<file path="config.mk">
export PLATFORM = sky130hd
export DESIGN_NAME = hsv_to_rgb_converter_core_flat
export DESIGN_NICKNAME = d
export VERILOG_FILES = /design/src/rtl/core/hsvrgb_pkg.sv /design/src/rtl/core/hsvrgb_if.sv /design/src/rtl/core/hsvrgb_hue_reduce.sv /design/src/rtl/core/hsvrgb_sector_mix.sv /design/src/rtl/core/hsvrgb_channel.sv /design/src/rtl/core/hsv_to_rgb_converter_core.sv /design/src/flat_wrapper.sv
export SDC_FILE = /design/constraint.sdc
export NUM_CORES = 2
export LEC_CHECK = 0
export ABC_AREA = 1
export BUFFER_PORTS_ARGS = -buffer_cell sky130_fd_sc_hd__buf_2
export CORE_UTILIZATION = 50
export DETAILED_ROUTE_END_ITERATION = 10
export GPL_ROUTABILITY_DRIVEN = 0
export PLACE_DENSITY = 0.66
export SYNTH_ARGS = -nofsm -noshare
export SYNTH_HDL_FRONTEND = slang
export SYNTH_SLANG_ARGS = --single-unit
</file>
<file path="constraint.sdc">
create_clock -name clk_i -period 5.64 [get_ports clk_i]
set_input_delay 0 -clock clk_i [delete_from_list [all_inputs] [get_ports clk_i]]
set_output_delay 0 -clock clk_i [all_outputs]
set_load 0.02 [all_outputs]
</file>
<file path="src/rtl/core/hsvrgb_pkg.sv">
`timescale 1ns / 1ps
// ----------------------------------------------------------------------------
// HSV to RGB converter package
// Widths, constants, sector codes and the payload types between the stages.
// ----------------------------------------------------------------------------
package hsvrgb_pkg;

  localparam int unsigned HUE_W = 16;
  localparam int unsigned SV_W  = 10;
  localparam int unsigned CH_W  = 8;

  localparam int unsigned DEG_FULL    = 360;
  localparam int unsigned DEG_SECTOR  = 60;
  localparam int unsigned ONE_Q8      = 256;
  localparam int unsigned Q_FULL      = ONE_Q8 * DEG_SECTOR;
  // A multiple of 360 that lifts every hue to a positive value.
  localparam int unsigned HUE_OFFSET  = DEG_FULL * 92;
  localparam int unsigned RECIP_SHIFT = 24;
  localparam int unsigned RECIP_360   = (1 << RECIP_SHIFT) / DEG_FULL;

  typedef enum logic [2:0] {
    SECT_RED     = 3'd0,
    SECT_YELLOW  = 3'd1,
    SECT_GREEN   = 3'd2,
    SECT_CYAN    = 3'd3,
    SECT_BLUE    = 3'd4,
    SECT_MAGENTA = 3'd5
  } hue_sector_e;

  typedef struct packed {
    logic signed [HUE_W-1:0] hue_degrees;
    logic signed [SV_W-1:0]  saturation;
    logic signed [SV_W-1:0]  brightness;
  } hsv_in_t;

  typedef struct packed {
    logic [8:0] hue;
    logic [8:0] sat;
    logic [8:0] val;
  } hue_red_t;

  typedef struct packed {
    hue_sector_e sector;
    logic [8:0]  p_num;
    logic [13:0] q_num;
    logic [13:0] t_num;
    logic [8:0]  val;
  } sect_mix_t;

  typedef struct packed {
    logic [CH_W-1:0] red;
    logic [CH_W-1:0] green;
    logic [CH_W-1:0] blue;
  } rgb_t;

endpackage

</file>
<file path="src/rtl/core/hsvrgb_if.sv">
`timescale 1ns / 1ps
// ----------------------------------------------------------------------------
// HSV to RGB converter channel interfaces
// Valid and ready handshake channels for the HSV input and the RGB result.
// ----------------------------------------------------------------------------
interface hsvrgb_in_if
  import hsvrgb_pkg::*;
();
  logic                    valid;
  logic                    ready;
  logic signed [HUE_W-1:0] hue_degrees;
  logic signed [SV_W-1:0]  saturation;
  logic signed [SV_W-1:0]  brightness;

  modport source (output valid, hue_degrees, saturation, brightness, input ready);
  modport sink   (input valid, hue_degrees, saturation, brightness, output ready);
endinterface

interface hsvrgb_out_if
  import hsvrgb_pkg::*;
();
  logic            valid;
  logic            ready;
  logic [CH_W-1:0] red;
  logic [CH_W-1:0] green;
  logic [CH_W-1:0] blue;

  modport source (output valid, red, green, blue, input ready);
  modport sink   (input valid, red, green, blue, output ready);
endinterface

</file>
<file path="src/rtl/core/hsvrgb_hue_reduce.sv">
`timescale 1ns / 1ps
// ----------------------------------------------------------------------------
// HSV to RGB hue reduction
// Three stages: offset and clamp, reciprocal quotient, remainder correction.
// ----------------------------------------------------------------------------
module hsvrgb_hue_reduce
  import hsvrgb_pkg::*;
(
  input  logic     clk_i,
  input  logic     rst_ni,
  input  logic     in_valid_i,
  output logic     in_ready_o,
  input  hsv_in_t  in_data_i,
  output logic     out_valid_o,
  input  logic     out_ready_i,
  output hue_red_t out_data_o
);

  typedef struct packed {
    logic [16:0] hue_off;
    logic [8:0]  sat;
    logic [8:0]  val;
  } norm_t;

  typedef struct packed {
    logic [16:0] hue_off;
    logic [7:0]  quo;
    logic [8:0]  sat;
    logic [8:0]  val;
  } quot_t;

  logic     s1_valid_q, s2_valid_q, s3_valid_q;
  logic     s1_ready, s2_ready, s3_ready;
  norm_t    s1_d, s1_q;
  quot_t    s2_d, s2_q;
  hue_red_t s3_d, s3_q;

  logic signed [17:0] hue_sum;
  logic [32:0]        quo_prod;
  logic [16:0]        quo_mul;
  logic [16:0]        rem_raw;

  function automatic logic [8:0] clamp_unit(logic signed [SV_W-1:0] x);
    logic [8:0] res;
    if (x < 0) begin
      res = '0;
    end else if (x > $signed(SV_W'(ONE_Q8))) begin
      res = 9'(ONE_Q8);
    end else begin
      res = x[8:0];
    end
    return res;
  endfunction

  assign s3_ready   = !s3_valid_q || out_ready_i;
  assign s2_ready   = !s2_valid_q || s3_ready;
  assign s1_ready   = !s1_valid_q || s2_ready;
  assign in_ready_o = s1_ready;

  always_comb begin
    hue_sum      = 18'(in_data_i.hue_degrees) + $signed(18'(HUE_OFFSET));
    s1_d.hue_off = hue_sum[16:0];
    s1_d.sat     = clamp_unit(in_data_i.saturation);
    s1_d.val     = clamp_unit(in_data_i.brightness);
  end

  always_comb begin
    quo_prod     = 33'(s1_q.hue_off) * 33'(RECIP_360);
    s2_d.hue_off = s1_q.hue_off;
    s2_d.quo     = quo_prod[RECIP_SHIFT+7:RECIP_SHIFT];
    s2_d.sat     = s1_q.sat;
    s2_d.val     = s1_q.val;
  end

  // The quotient estimate is low by at most one, so one correction suffices.
  always_comb begin
    quo_mul = 17'(s2_q.quo) * 17'(DEG_FULL);
    rem_raw = s2_q.hue_off - quo_mul;
    if (rem_raw >= 17'(DEG_FULL)) begin
      s3_d.hue = 9'(rem_raw - 17'(DEG_FULL));
    end else begin
      s3_d.hue = rem_raw[8:0];
    end
    s3_d.sat = s2_q.sat;
    s3_d.val = s2_q.val;
  end

  always_ff @(posedge clk_i or negedge rst_ni) begin
    if (!rst_ni) begin
      s1_valid_q <= 1'b0;
      s2_valid_q <= 1'b0;
      s3_valid_q <= 1'b0;
    end else begin
      if (s1_ready) begin
        s1_valid_q <= in_valid_i;
      end
      if (s2_ready) begin
        s2_valid_q <= s1_valid_q;
      end
      if (s3_ready) begin
        s3_valid_q <= s2_valid_q;
      end
    end
  end

  always_ff @(posedge clk_i) begin
    if (s1_ready && in_valid_i) begin
      s1_q <= s1_d;
    end
    if (s2_ready && s1_valid_q) begin
      s2_q <= s2_d;
    end
    if (s3_ready && s2_valid_q) begin
      s3_q <= s3_d;
    end
  end

  assign out_valid_o = s3_valid_q;
  assign out_data_o  = s3_q;

`ifndef SYNTH
  a_hue_in_range: assert property (@(posedge clk_i) disable iff (!rst_ni)
    s3_valid_q |-> (s3_q.hue < 9'(DEG_FULL)))
    else $error("Reduced hue is not below a full turn.");
`endif

endmodule

</file>
<file path="src/rtl/core/hsvrgb_sector_mix.sv">
`timescale 1ns / 1ps
// ----------------------------------------------------------------------------
// HSV to RGB sector split and saturation mix
// Two stages: sector and remainder, then the p, q and t numerators.
// ----------------------------------------------------------------------------
module hsvrgb_sector_mix
  import hsvrgb_pkg::*;
(
  input  logic      clk_i,
  input  logic      rst_ni,
  input  logic      in_valid_i,
  output logic      in_ready_o,
  input  hue_red_t  in_data_i,
  output logic      out_valid_o,
  input  logic      out_ready_i,
  output sect_mix_t out_data_o
);

  typedef struct packed {
    hue_sector_e sector;
    logic [5:0]  rem;
    logic [8:0]  sat;
    logic [8:0]  val;
  } split_t;

  logic      s1_valid_q, s2_valid_q;
  logic      s1_ready, s2_ready;
  split_t    s1_d, s1_q;
  sect_mix_t s2_d, s2_q;

  logic [8:0]  base;
  logic [8:0]  rem_full;
  logic [5:0]  rem_inv;
  logic [14:0] sat_rem;
  logic [14:0] sat_inv;

  assign s2_ready   = !s2_valid_q || out_ready_i;
  assign s1_ready   = !s1_valid_q || s2_ready;
  assign in_ready_o = s1_ready;

  always_comb begin
    if (in_data_i.hue >= 9'(5 * DEG_SECTOR)) begin
      s1_d.sector = SECT_MAGENTA;
    end else if (in_data_i.hue >= 9'(4 * DEG_SECTOR)) begin
      s1_d.sector = SECT_BLUE;
    end else if (in_data_i.hue >= 9'(3 * DEG_SECTOR)) begin
      s1_d.sector = SECT_CYAN;
    end else if (in_data_i.hue >= 9'(2 * DEG_SECTOR)) begin
      s1_d.sector = SECT_GREEN;
    end else if (in_data_i.hue >= 9'(DEG_SECTOR)) begin
      s1_d.sector = SECT_YELLOW;
    end else begin
      s1_d.sector = SECT_RED;
    end
    case (s1_d.sector)
      SECT_YELLOW:  base = 9'(DEG_SECTOR);
      SECT_GREEN:   base = 9'(2 * DEG_SECTOR);
      SECT_CYAN:    base = 9'(3 * DEG_SECTOR);
      SECT_BLUE:    base = 9'(4 * DEG_SECTOR);
      SECT_MAGENTA: base = 9'(5 * DEG_SECTOR);
      default:      base = '0;
    endcase
    rem_full  = in_data_i.hue - base;
    s1_d.rem  = rem_full[5:0];
    s1_d.sat  = in_data_i.sat;
    s1_d.val  = in_data_i.val;
  end

  always_comb begin
    rem_inv     = 6'(DEG_SECTOR) - s1_q.rem;
    sat_rem     = 15'(s1_q.sat) * 15'(s1_q.rem);
    sat_inv     = 15'(s1_q.sat) * 15'(rem_inv);
    s2_d.sector = s1_q.sector;
    s2_d.p_num  = 9'(ONE_Q8) - s1_q.sat;
    s2_d.q_num  = 14'(15'(Q_FULL) - sat_rem);
    s2_d.t_num  = 14'(15'(Q_FULL) - sat_inv);
    s2_d.val    = s1_q.val;
  end

  always_ff @(posedge clk_i or negedge rst_ni) begin
    if (!rst_ni) begin
      s1_valid_q <= 1'b0;
      s2_valid_q <= 1'b0;
    end else begin
      if (s1_ready) begin
        s1_valid_q <= in_valid_i;
      end
      if (s2_ready) begin
        s2_valid_q <= s1_valid_q;
      end
    end
  end

  always_ff @(posedge clk_i) begin
    if (s1_ready && in_valid_i) begin
      s1_q <= s1_d;
    end
    if (s2_ready && s1_valid_q) begin
      s2_q <= s2_d;
    end
  end

  assign out_valid_o = s2_valid_q;
  assign out_data_o  = s2_q;

`ifndef SYNTH
  a_rem_in_sector: assert property (@(posedge clk_i) disable iff (!rst_ni)
    s1_valid_q |-> (s1_q.rem < 6'(DEG_SECTOR)))
    else $error("Hue remainder is not below one sector.");
`endif

endmodule

</file>
<file path="src/rtl/core/hsvrgb_channel.sv">
`timescale 1ns / 1ps
// ----------------------------------------------------------------------------
// HSV to RGB channel scaling and selection
// Two stages: value products, then scaling by 255 and the sector swizzle.
// ----------------------------------------------------------------------------
module hsvrgb_channel
  import hsvrgb_pkg::*;
(
  input  logic      clk_i,
  input  logic      rst_ni,
  input  logic      in_valid_i,
  output logic      in_ready_o,
  input  sect_mix_t in_data_i,
  output logic      out_valid_o,
  input  logic      out_ready_i,
  output rgb_t      out_data_o
);

  typedef struct packed {
    hue_sector_e     sector;
    logic [17:0]     x_p;
    logic [21:0]     x_q;
    logic [21:0]     x_t;
    logic [CH_W-1:0] v_ch;
  } prod_t;

  logic  s1_valid_q, s2_valid_q;
  logic  s1_ready, s2_ready;
  prod_t s1_d, s1_q;
  rgb_t  s2_d, s2_q;

  logic [16:0]     v_scaled;
  logic [25:0]     p_scaled;
  logic [25:0]     q_scaled;
  logic [25:0]     t_scaled;
  logic [CH_W-1:0] p_ch, q_ch, t_ch;

  assign s2_ready   = !s2_valid_q || out_ready_i;
  assign s1_ready   = !s1_valid_q || s2_ready;
  assign in_ready_o = s1_ready;

  always_comb begin
    v_scaled    = 17'({in_data_i.val, 8'h00}) - 17'(in_data_i.val);
    s1_d.sector = in_data_i.sector;
    s1_d.x_p    = 18'(in_data_i.val) * 18'(in_data_i.p_num);
    s1_d.x_q    = 22'(in_data_i.val) * 22'(in_data_i.q_num);
    s1_d.x_t    = 22'(in_data_i.val) * 22'(in_data_i.t_num);
    s1_d.v_ch   = v_scaled[15:8];
  end

  // Times 255 over 2^16 for p, and times 255 over 2^18 * 15 (that is 17 over
  // 2^18) for q and t.
  always_comb begin
    p_scaled = 26'({s1_q.x_p, 8'h00}) - 26'(s1_q.x_p);
    q_scaled = 26'({s1_q.x_q, 4'h0}) + 26'(s1_q.x_q);
    t_scaled = 26'({s1_q.x_t, 4'h0}) + 26'(s1_q.x_t);
    p_ch     = p_scaled[23:16];
    q_ch     = q_scaled[25:18];
    t_ch     = t_scaled[25:18];
    case (s1_q.sector)
      SECT_YELLOW:  s2_d = '{red: q_ch,      green: s1_q.v_ch, blue: p_ch};
      SECT_GREEN:   s2_d = '{red: p_ch,      green: s1_q.v_ch, blue: t_ch};
      SECT_CYAN:    s2_d = '{red: p_ch,      green: q_ch,      blue: s1_q.v_ch};
      SECT_BLUE:    s2_d = '{red: t_ch,      green: p_ch,      blue: s1_q.v_ch};
      SECT_MAGENTA: s2_d = '{red: s1_q.v_ch, green: p_ch,      blue: q_ch};
      default:      s2_d = '{red: s1_q.v_ch, green: t_ch,      blue: p_ch};
    endcase
  end

  always_ff @(posedge clk_i or negedge rst_ni) begin
    if (!rst_ni) begin
      s1_valid_q <= 1'b0;
      s2_valid_q <= 1'b0;
    end else begin
      if (s1_ready) begin
        s1_valid_q <= in_valid_i;
      end
      if (s2_ready) begin
        s2_valid_q <= s1_valid_q;
      end
    end
  end

  always_ff @(posedge clk_i) begin
    if (s1_ready && in_valid_i) begin
      s1_q <= s1_d;
    end
    if (s2_ready && s1_valid_q) begin
      s2_q <= s2_d;
    end
  end

  assign out_valid_o = s2_valid_q;
  assign out_data_o  = s2_q;

`ifndef SYNTH
  a_comp_below_value: assert property (@(posedge clk_i) disable iff (!rst_ni)
    s1_valid_q |-> (p_ch <= s1_q.v_ch) && (q_ch <= s1_q.v_ch) && (t_ch <= s1_q.v_ch))
    else $error("A mixed component exceeds the value component.");
  a_stall_keeps_result: assert property (@(posedge clk_i) disable iff (!rst_ni)
    (s2_valid_q && !out_ready_i) |=> s2_valid_q && $stable(s2_q))
    else $error("A stalled result was lost or changed.");
`endif

endmodule

</file>
<file path="src/rtl/core/hsv_to_rgb_converter_core.sv">
`timescale 1ns / 1ps
// ----------------------------------------------------------------------------
// HSV to RGB converter core
// Converts a signed hue with Q2.8 saturation and value into an 8-bit RGB
// triple through a seven-stage pipeline.
//
//   Channel  Direction  Handshake      Payload
//   hsv_i    in         valid / ready  hue_degrees, saturation, brightness
//   rgb_o    out        valid / ready  red, green, blue
//
// One transfer is accepted every clock cycle while the output is taken.
// Each result passes through the stages in order: hue reduction (three),
// sector split and mix (two), scaling (two).
// Reset clears the stage valid bits only; no clearing pass is needed.
// Each stage holds its item while the next one is full, so a stall on the
// output fills the bubbles before the input is held off.
// ----------------------------------------------------------------------------
module hsv_to_rgb_converter_core
  import hsvrgb_pkg::*;
(
  input  logic        clk_i,
  input  logic        rst_ni,
  hsvrgb_in_if.sink   hsv_i,
  hsvrgb_out_if.source rgb_o
);

  hsv_in_t   in_data;
  hue_red_t  red_data;
  sect_mix_t mix_data;
  rgb_t      out_data;
  logic      red_valid, red_ready;
  logic      mix_valid, mix_ready;

  assign in_data = '{hue_degrees: hsv_i.hue_degrees,
                     saturation:  hsv_i.saturation,
                     brightness:  hsv_i.brightness};

  hsvrgb_hue_reduce u_hue_reduce (
    .clk_i       (clk_i),
    .rst_ni      (rst_ni),
    .in_valid_i  (hsv_i.valid),
    .in_ready_o  (hsv_i.ready),
    .in_data_i   (in_data),
    .out_valid_o (red_valid),
    .out_ready_i (red_ready),
    .out_data_o  (red_data)
  );

  hsvrgb_sector_mix u_sector_mix (
    .clk_i       (clk_i),
    .rst_ni      (rst_ni),
    .in_valid_i  (red_valid),
    .in_ready_o  (red_ready),
    .in_data_i   (red_data),
    .out_valid_o (mix_valid),
    .out_ready_i (mix_ready),
    .out_data_o  (mix_data)
  );

  hsvrgb_channel u_channel (
    .clk_i       (clk_i),
    .rst_ni      (rst_ni),
    .in_valid_i  (mix_valid),
    .in_ready_o  (mix_ready),
    .in_data_i   (mix_data),
    .out_valid_o (rgb_o.valid),
    .out_ready_i (rgb_o.ready),
    .out_data_o  (out_data)
  );

  assign rgb_o.red   = out_data.red;
  assign rgb_o.green = out_data.green;
  assign rgb_o.blue  = out_data.blue;

endmodule
</file>
<file path="src/flat_wrapper.sv">
// flat-port wrapper written by rule: the top's interface ports become plain ports
module hsv_to_rgb_converter_core_flat import hsvrgb_pkg::*;
  (clk_i, rst_ni, hsv_i_valid, hsv_i_hue_degrees, hsv_i_saturation, hsv_i_brightness, hsv_i_ready, rgb_o_valid, rgb_o_red, rgb_o_green, rgb_o_blue, rgb_o_ready);
  hsvrgb_in_if hsv_i_i ();
  hsvrgb_out_if rgb_o_i ();
  input  logic clk_i;
  input  logic rst_ni;
  input wire logic [$bits(hsv_i_i.valid)-1:0] hsv_i_valid;
  input wire logic [$bits(hsv_i_i.hue_degrees)-1:0] hsv_i_hue_degrees;
  input wire logic [$bits(hsv_i_i.saturation)-1:0] hsv_i_saturation;
  input wire logic [$bits(hsv_i_i.brightness)-1:0] hsv_i_brightness;
  output wire logic [$bits(hsv_i_i.ready)-1:0] hsv_i_ready;
  output wire logic [$bits(rgb_o_i.valid)-1:0] rgb_o_valid;
  output wire logic [$bits(rgb_o_i.red)-1:0] rgb_o_red;
  output wire logic [$bits(rgb_o_i.green)-1:0] rgb_o_green;
  output wire logic [$bits(rgb_o_i.blue)-1:0] rgb_o_blue;
  input wire logic [$bits(rgb_o_i.ready)-1:0] rgb_o_ready;
  assign hsv_i_i.valid = hsv_i_valid;
  assign hsv_i_i.hue_degrees = hsv_i_hue_degrees;
  assign hsv_i_i.saturation = hsv_i_saturation;
  assign hsv_i_i.brightness = hsv_i_brightness;
  assign hsv_i_ready = hsv_i_i.ready;
  assign rgb_o_valid = rgb_o_i.valid;
  assign rgb_o_red = rgb_o_i.red;
  assign rgb_o_green = rgb_o_i.green;
  assign rgb_o_blue = rgb_o_i.blue;
  assign rgb_o_i.ready = rgb_o_ready;
  hsv_to_rgb_converter_core u_core (.clk_i(clk_i), .rst_ni(rst_ni), .hsv_i(hsv_i_i), .rgb_o(rgb_o_i));
endmodule
</file>
### Word-level counts from Yosys, hierarchy flattened

Cells that the tools add are included.

* memory bits (writable): 0
* memories kept: 0
* output and inout bits: 26
* ROM bits: 0
* input port bits: 40
* logic and storage cells: 108
* register bits: 285
* latch bits: 0

* magnitude comparators: 10
* equality and inequality tests: 10
* add/sub/neg operators: 12
* muxes and demuxes: 10
* reduce and logical (&&, ||, !) cells: 23
* multiply operators: 7
* divide/modulo/power cells: 0
* shift-type cells: 0
* bitwise operators: 0

Operators by type and width (number)
* $pmux 24 s5: 1
* $add 26x22->26: 2
* $mul 9x14->22: 2
* $mul 17x16->32 const B: 1
* $pmux 6 s5: 1
* $mul 9x6->14: 2
* $sub 14x14->14 const A: 2
* $mux 9: 3
* $sub 24x18->24: 1
* $gt 10x10->1 const B: 2
* $lt 10x1->1 const B: 2
* $ge 9x8->1 const B: 2
* $mul 9x9->18: 1
* $add 16x17->17 const B: 1
* $ge 17x9->1 const B: 1
* $sub 17x17->17: 1
* $sub 16x9->16: 1
* $mul 8x6->14 const B: 1
* $eq 3x2->1 const B: 4
* $eq 3x3->1 const B: 4
* $ge 9x6->1 const B: 1
* $ge 9x7->1 const B: 1
* $ge 9x9->1 const B: 1
* $sub 9x9->9 const A: 1
* other kinds (11): 33

### Logic depth before layout (Yosys ltp)

* word-level depth: 9
* gate-level depth with buffers: 31
* depth with buffers taken out: 31

### By module

A second synthesis with hierarchy kept.

* cells, all modules: 4289
* area, all modules: 34553.1 um^2

Modules (own cells, without submodules)
* hsvrgb_channel: area each 17800.8 um^2, cells an instance 2477, times used 1, seq. area each 2962.8 um^2
* hsvrgb_hue_reduce: area each 10022.1 um^2, cells an instance 1063, times used 1, seq. area each 3228.1 um^2
* hsvrgb_sector_mix: area each 6730.2 um^2, cells an instance 749, times used 1, seq. area each 2302.2 um^2

### Least setup slack after synthesis

No wires, ideal clock.

* path type: reg2reg
* from: register u_core.u_hue_reduce.s1_q[21] (netlist name)
* to: register u_core.u_hue_reduce.s2_q[21] (netlist name) (data pin)
* buffers on the path: 0
* setup slack: 1.054 ns
* data required time: 5.381 ns
* cell stages (with the launch flop): 19
* arrival time: 4.327 ns
* library setup time: 0.259 ns
* clock period less this slack: 4.586 ns
* cells stage by stage: edfxtp_1 -> ha_1 -> inv_1 -> fa_1 -> inv_1 -> fa_1 -> inv_1 -> fa_1 -> fa_1 -> fa_1 -> inv_1 -> ha_1 -> nand2_1 -> inv_1 -> a21oi_1 -> a21oi_1 -> a211oi_1 -> nand2_1 -> xor2_1

* cells in the longest elaborated chain, start to end: 1

RTL lines
* from (decl): line hsvrgb_hue_reduce.sv:34 `norm_t s1_d, s1_q;`
* from (signal assigned): line hsvrgb_hue_reduce.sv:108 `s1_q <= s1_d;`
* $mul 17x16->32: line hsvrgb_hue_reduce.sv:68 `quo_prod = 33'(s1_q.hue_off) * 33'(RECIP_360);`
* named net u_core.u_hue_reduce.quo_prod[27]: line hsvrgb_hue_reduce.sv:39 `logic [32:0] quo_prod;`
* to (signal assigned): line hsvrgb_hue_reduce.sv:111 `s2_q <= s2_d;`
* to (decl): line hsvrgb_hue_reduce.sv:35 `quot_t s2_d, s2_q;`

The timed path passes the listed nets, and every way through them passes these cells.
A chain may end at the register's enable or synchronous reset.

==> flow_metrics.py <==
metrics = {
    "detailed_routing": {
        "drc": 0,
        "initialDrtViolationCount": 1521,
        "vias_per_cell": 5.04,
        "drt-total-wl_um": 75200,
        "ant_nets": 0,
        "first_pass_iters": 5,
        "vias": 25600,
        "avgRoutedWirePerCell_um": 14.8,
    },
    "cells_and_area": {
        "fin_area_um2": 36900,
        "area_growth_pct": 8.76,
        "num_antenna_cells": 0,
        "fillers": 6138,
        "fin_nets": 4976,
        "layout-drive-gt1-share_pct": 4.92,
    },
    "global_routing": {
        "grt_pass1_wl_um": 127000,
        "grt_pass1_vias": 25900,
        "grt_overflow_total": 0,
        "grt_max_degree": 73,
        "antenna_found_initial": 0,
        "grt_usage_pct": 22.5,
    },
    "sta": {
        "max_freq_ghz": 0.200,
        "layout_min_cycle_time_ns": 5.00,
        "hold_viol_final": 0,
        "final.setup.tns_ns": 0,
        "slew_headroom_pct": 31.5,
        "worst_slew_pin_slew_ns": 1.03,
        "slew_violations": 0,
        "fin_skew_ns": 0.0361,
        "rsz0062_at_grt": "no",
        "timing.final.crit_share_pct": 88.7,
        "setup_viol": 0,
    },
    "placed_design": {
        "dpl_cell_area_um2": 35300,
        "hpwl_um": 62100,
        "port_buffers": 65,
    },
    "synthesis": {
        "yosys_warnings": 0,
        "synth_flop_cell": "edfxtp_1",
        "ys_ff_latch": 283,
        "synth_cell_types": 51,
        "synth.largest_area_cell": "edfxtp_1",
        "synth_edf_count": 276,
        "synth_most_common_cell": "nand2_1",
        "synth.top_cell.area_share_pct": 24.4,
        "synth.net_count": 4879,
        "synthTopCellsByCount": "nand2_1 (1,013), inv_1 (974), ha_1 (390), fa_1 (360), edfxtp_1 (276)",
        "syn-instance-count": 4089,
        "synthArstFlopShare_pct": 2.47,
        "synthesis.area_um2": 33900,
        "ys_seq_area_share_pct": 25.0,
        "avgSynthCellArea_um2": 8.29,
        "synth.area.top_cells": "edfxtp_1 (24%), fa_1 (21%), ha_1 (14%)",
    },
    "floorplanning": {
        "die_area_um2": 68900,
        "fp-row-count": 95,
        "die_height_um": 262,
        "core_um2": 67200,
        "start_util_pct": 50.5,
        "die_w_um": 262,
        "ios": 66,
    },
    "worst_setup_path": {
        "end_kind": "register",
        "critPathMostFrequentCell": "fa_1",
        "worstPathRequired_ns": 5.92,
        "cp_num_buf_inv": 3,
        "start_kind": "register",
        "worstPathCellList": "nand2_1 > fa_1 > inv_1 > fa_1 > inv_1 > fa_1 > inv_1 > fa_1 > ha_1 > nand2_1 > nor3_1 > nor2_1 > o21ai_0 > a31oi_1 > xnor2_1",
        "path_class": "reg -> reg",
        "cp_top_family": "adder cells",
        "arrival_ns": 5.28,
        "cp_max_fo": 24,
        "slowest_delay_ns": 1.02,
        "worst_path_max_delay_cell": "edfxtp_1",
    },
    "clock_network": {
        "numCtsBuffers": 34,
        "post_cts_buffers": 0,
        "htreeDepth": 2,
        "clk-insertion-delay-late_ns": 0.57,
        "cts_tree": "yes",
        "cts_resized": 0,
        "cts.sinks": 283,
        "clk_pin_slew_ns": 0.06,
        "root_buffer": "clkbuf_16",
        "cts_max_path_buffers": 3,
    },
    "outcome": {
        "status": "finished, final reports clean",
    },
    "job": {
        "maxCapViolations": 0,
    },
    "min_path": {
        "min-delay-path-class": "in -> reg",
    },
}
worst register-to-register path, cell delays in order (launching register included):
cell and delay, ns:
edfxtp_1 1.02, nand2_1 0.18, fa_1 0.53, inv_1 0.06, fa_1 0.49, inv_1 0.05, fa_1 0.52, inv_1 0.05
fa_1 0.43, ha_1 0.36, nand2_1 0.12, nor3_1 0.18, nor2_1 0.10, o21ai_0 0.31, a31oi_1 0.15, xnor2_1 0.17
worst paths after layout:
| check | startpoint | end | slack, ns | depth (start not counted) |
|---|---|---|---|---|
| min in group asynchronous | rst_ni | u_core.u_hue_reduce.s1_valid_q | 0.41 | 3 |
| max reg2reg | u_core.u_sector_mix.out_data_o[2] | u_core.u_channel.s1_q[44] | 0.64 | 15 |
| max in group asynchronous | rst_ni | u_core.u_channel.s1_valid_q | 4.97 | 3 |
| min reg2reg | u_core.u_hue_reduce.out_data_o[2] | u_core.u_sector_mix.s1_q[2] | 0.41 | 0 |
| max | u_core.u_sector_mix.out_data_o[2] | u_core.u_channel.s1_q[44] | 0.64 | 15 |
| min | hsv_i_brightness[8] | u_core.u_hue_reduce.s1_q[4] | 0.04 | 4 |
sequential cells by signal, summed over array words and instances (netlist names):
register / flops
u_core.u_channel.out_valid_o: 1
u_core.u_hue_reduce.s2_valid_q: 1
u_core.u_hue_reduce.s1_valid_q: 1
u_core.u_sector_mix.s1_valid_q: 1
u_core.u_hue_reduce.out_data_o: 27
u_core.u_channel.out_data_o: 24
u_core.u_sector_mix.s1_q: 27
u_core.u_hue_reduce.s2_q: 43
u_core.u_hue_reduce.s1_q: 35
u_core.u_sector_mix.out_data_o: 48
u_core.u_channel.s1_q: 72
u_core.u_sector_mix.out_valid_o: 1
u_core.u_hue_reduce.out_valid_o: 1
u_core.u_channel.s1_valid_q: 1
through the flow:
stage | utilization [%] | hold WS [ns] | setup slack, ns | instances
after floorplan | - | -0.296 | 1.05 | 4089
after global placement | 52.5 | -0.161 | 0.771 | 4973
after detailed placement | 52.5 | -0.158 | 0.689 | 4973
after CTS | 54.9 | 0.00289 | 0.642 | 5084
after global routing | 54.9 | 0.0974 | 0.202 | 5084
final | 54.9 | 0.0412 | 0.636 | 5084
per-layer routing:
layer | wire (um) | up-vias | GRT usage (%)
li1 | - | 12800 | -
met2 | 35500 | 639 | 38.3
met1 | 33600 | 12000 | 29.4
met3 | 3250 | 156 | 2.36
met5 | 0 | - | 0
met4 | 2870 | 0 | 9.06
layout by cell type (no fill, tap or decap), types with 20 or more instances in the layout:
master and count:
nand3_1 176, nor2_1 237, dlygate4sd3_1 50, clkbuf_16 34, a21oi_1 143, buf_2 65
o21ai_0 66, xnor2_1 47, xor2_1 82, inv_1 971, edfxtp_1 276, nand2_1 1013
buf_4 36, ha_1 390, fa_1 360, nor3_1 20, nand4_1 56
timing repair:
item	in CTS	in global routing
setup endpoints to repair	0	0
endpoints found under the hold margin	45	0
hold buffers	50	0
area by class of cell:
| cell class | instances | area (um2) | area share (%) |
|---|---|---|---|
| well taps | 873 | 1090 | 2.96 |
| repair buffers | 151 | 1100 | 2.97 |
| clock buffers | 42 | 881 | 2.39 |
| clock inverters | 19 | 241 | 0.655 |
| flip-flops and latches | 283 | 8460 | 22.9 |
| multi-input cells | 2735 | 21400 | 58.1 |
| inverters | 981 | 3680 | 9.98 |
kinds of logic (layout without fill, tap and decap cells):
family	Yosys count	count (layout)	share of synthesized area, %
and+or+nand+nor	1569	1569	19.3
buffers and inverters	1071	1193	11.9
adders and majority gates	750	750	35.6
AOI/OAI and AO/OA	285	285	4.72
DFF	283	283	25.0
xor gates and xnor gates	131	131	3.46
Power is not shown: default switching activity piles up to over one toggle a cycle in this logic, so the estimate is an artifact.
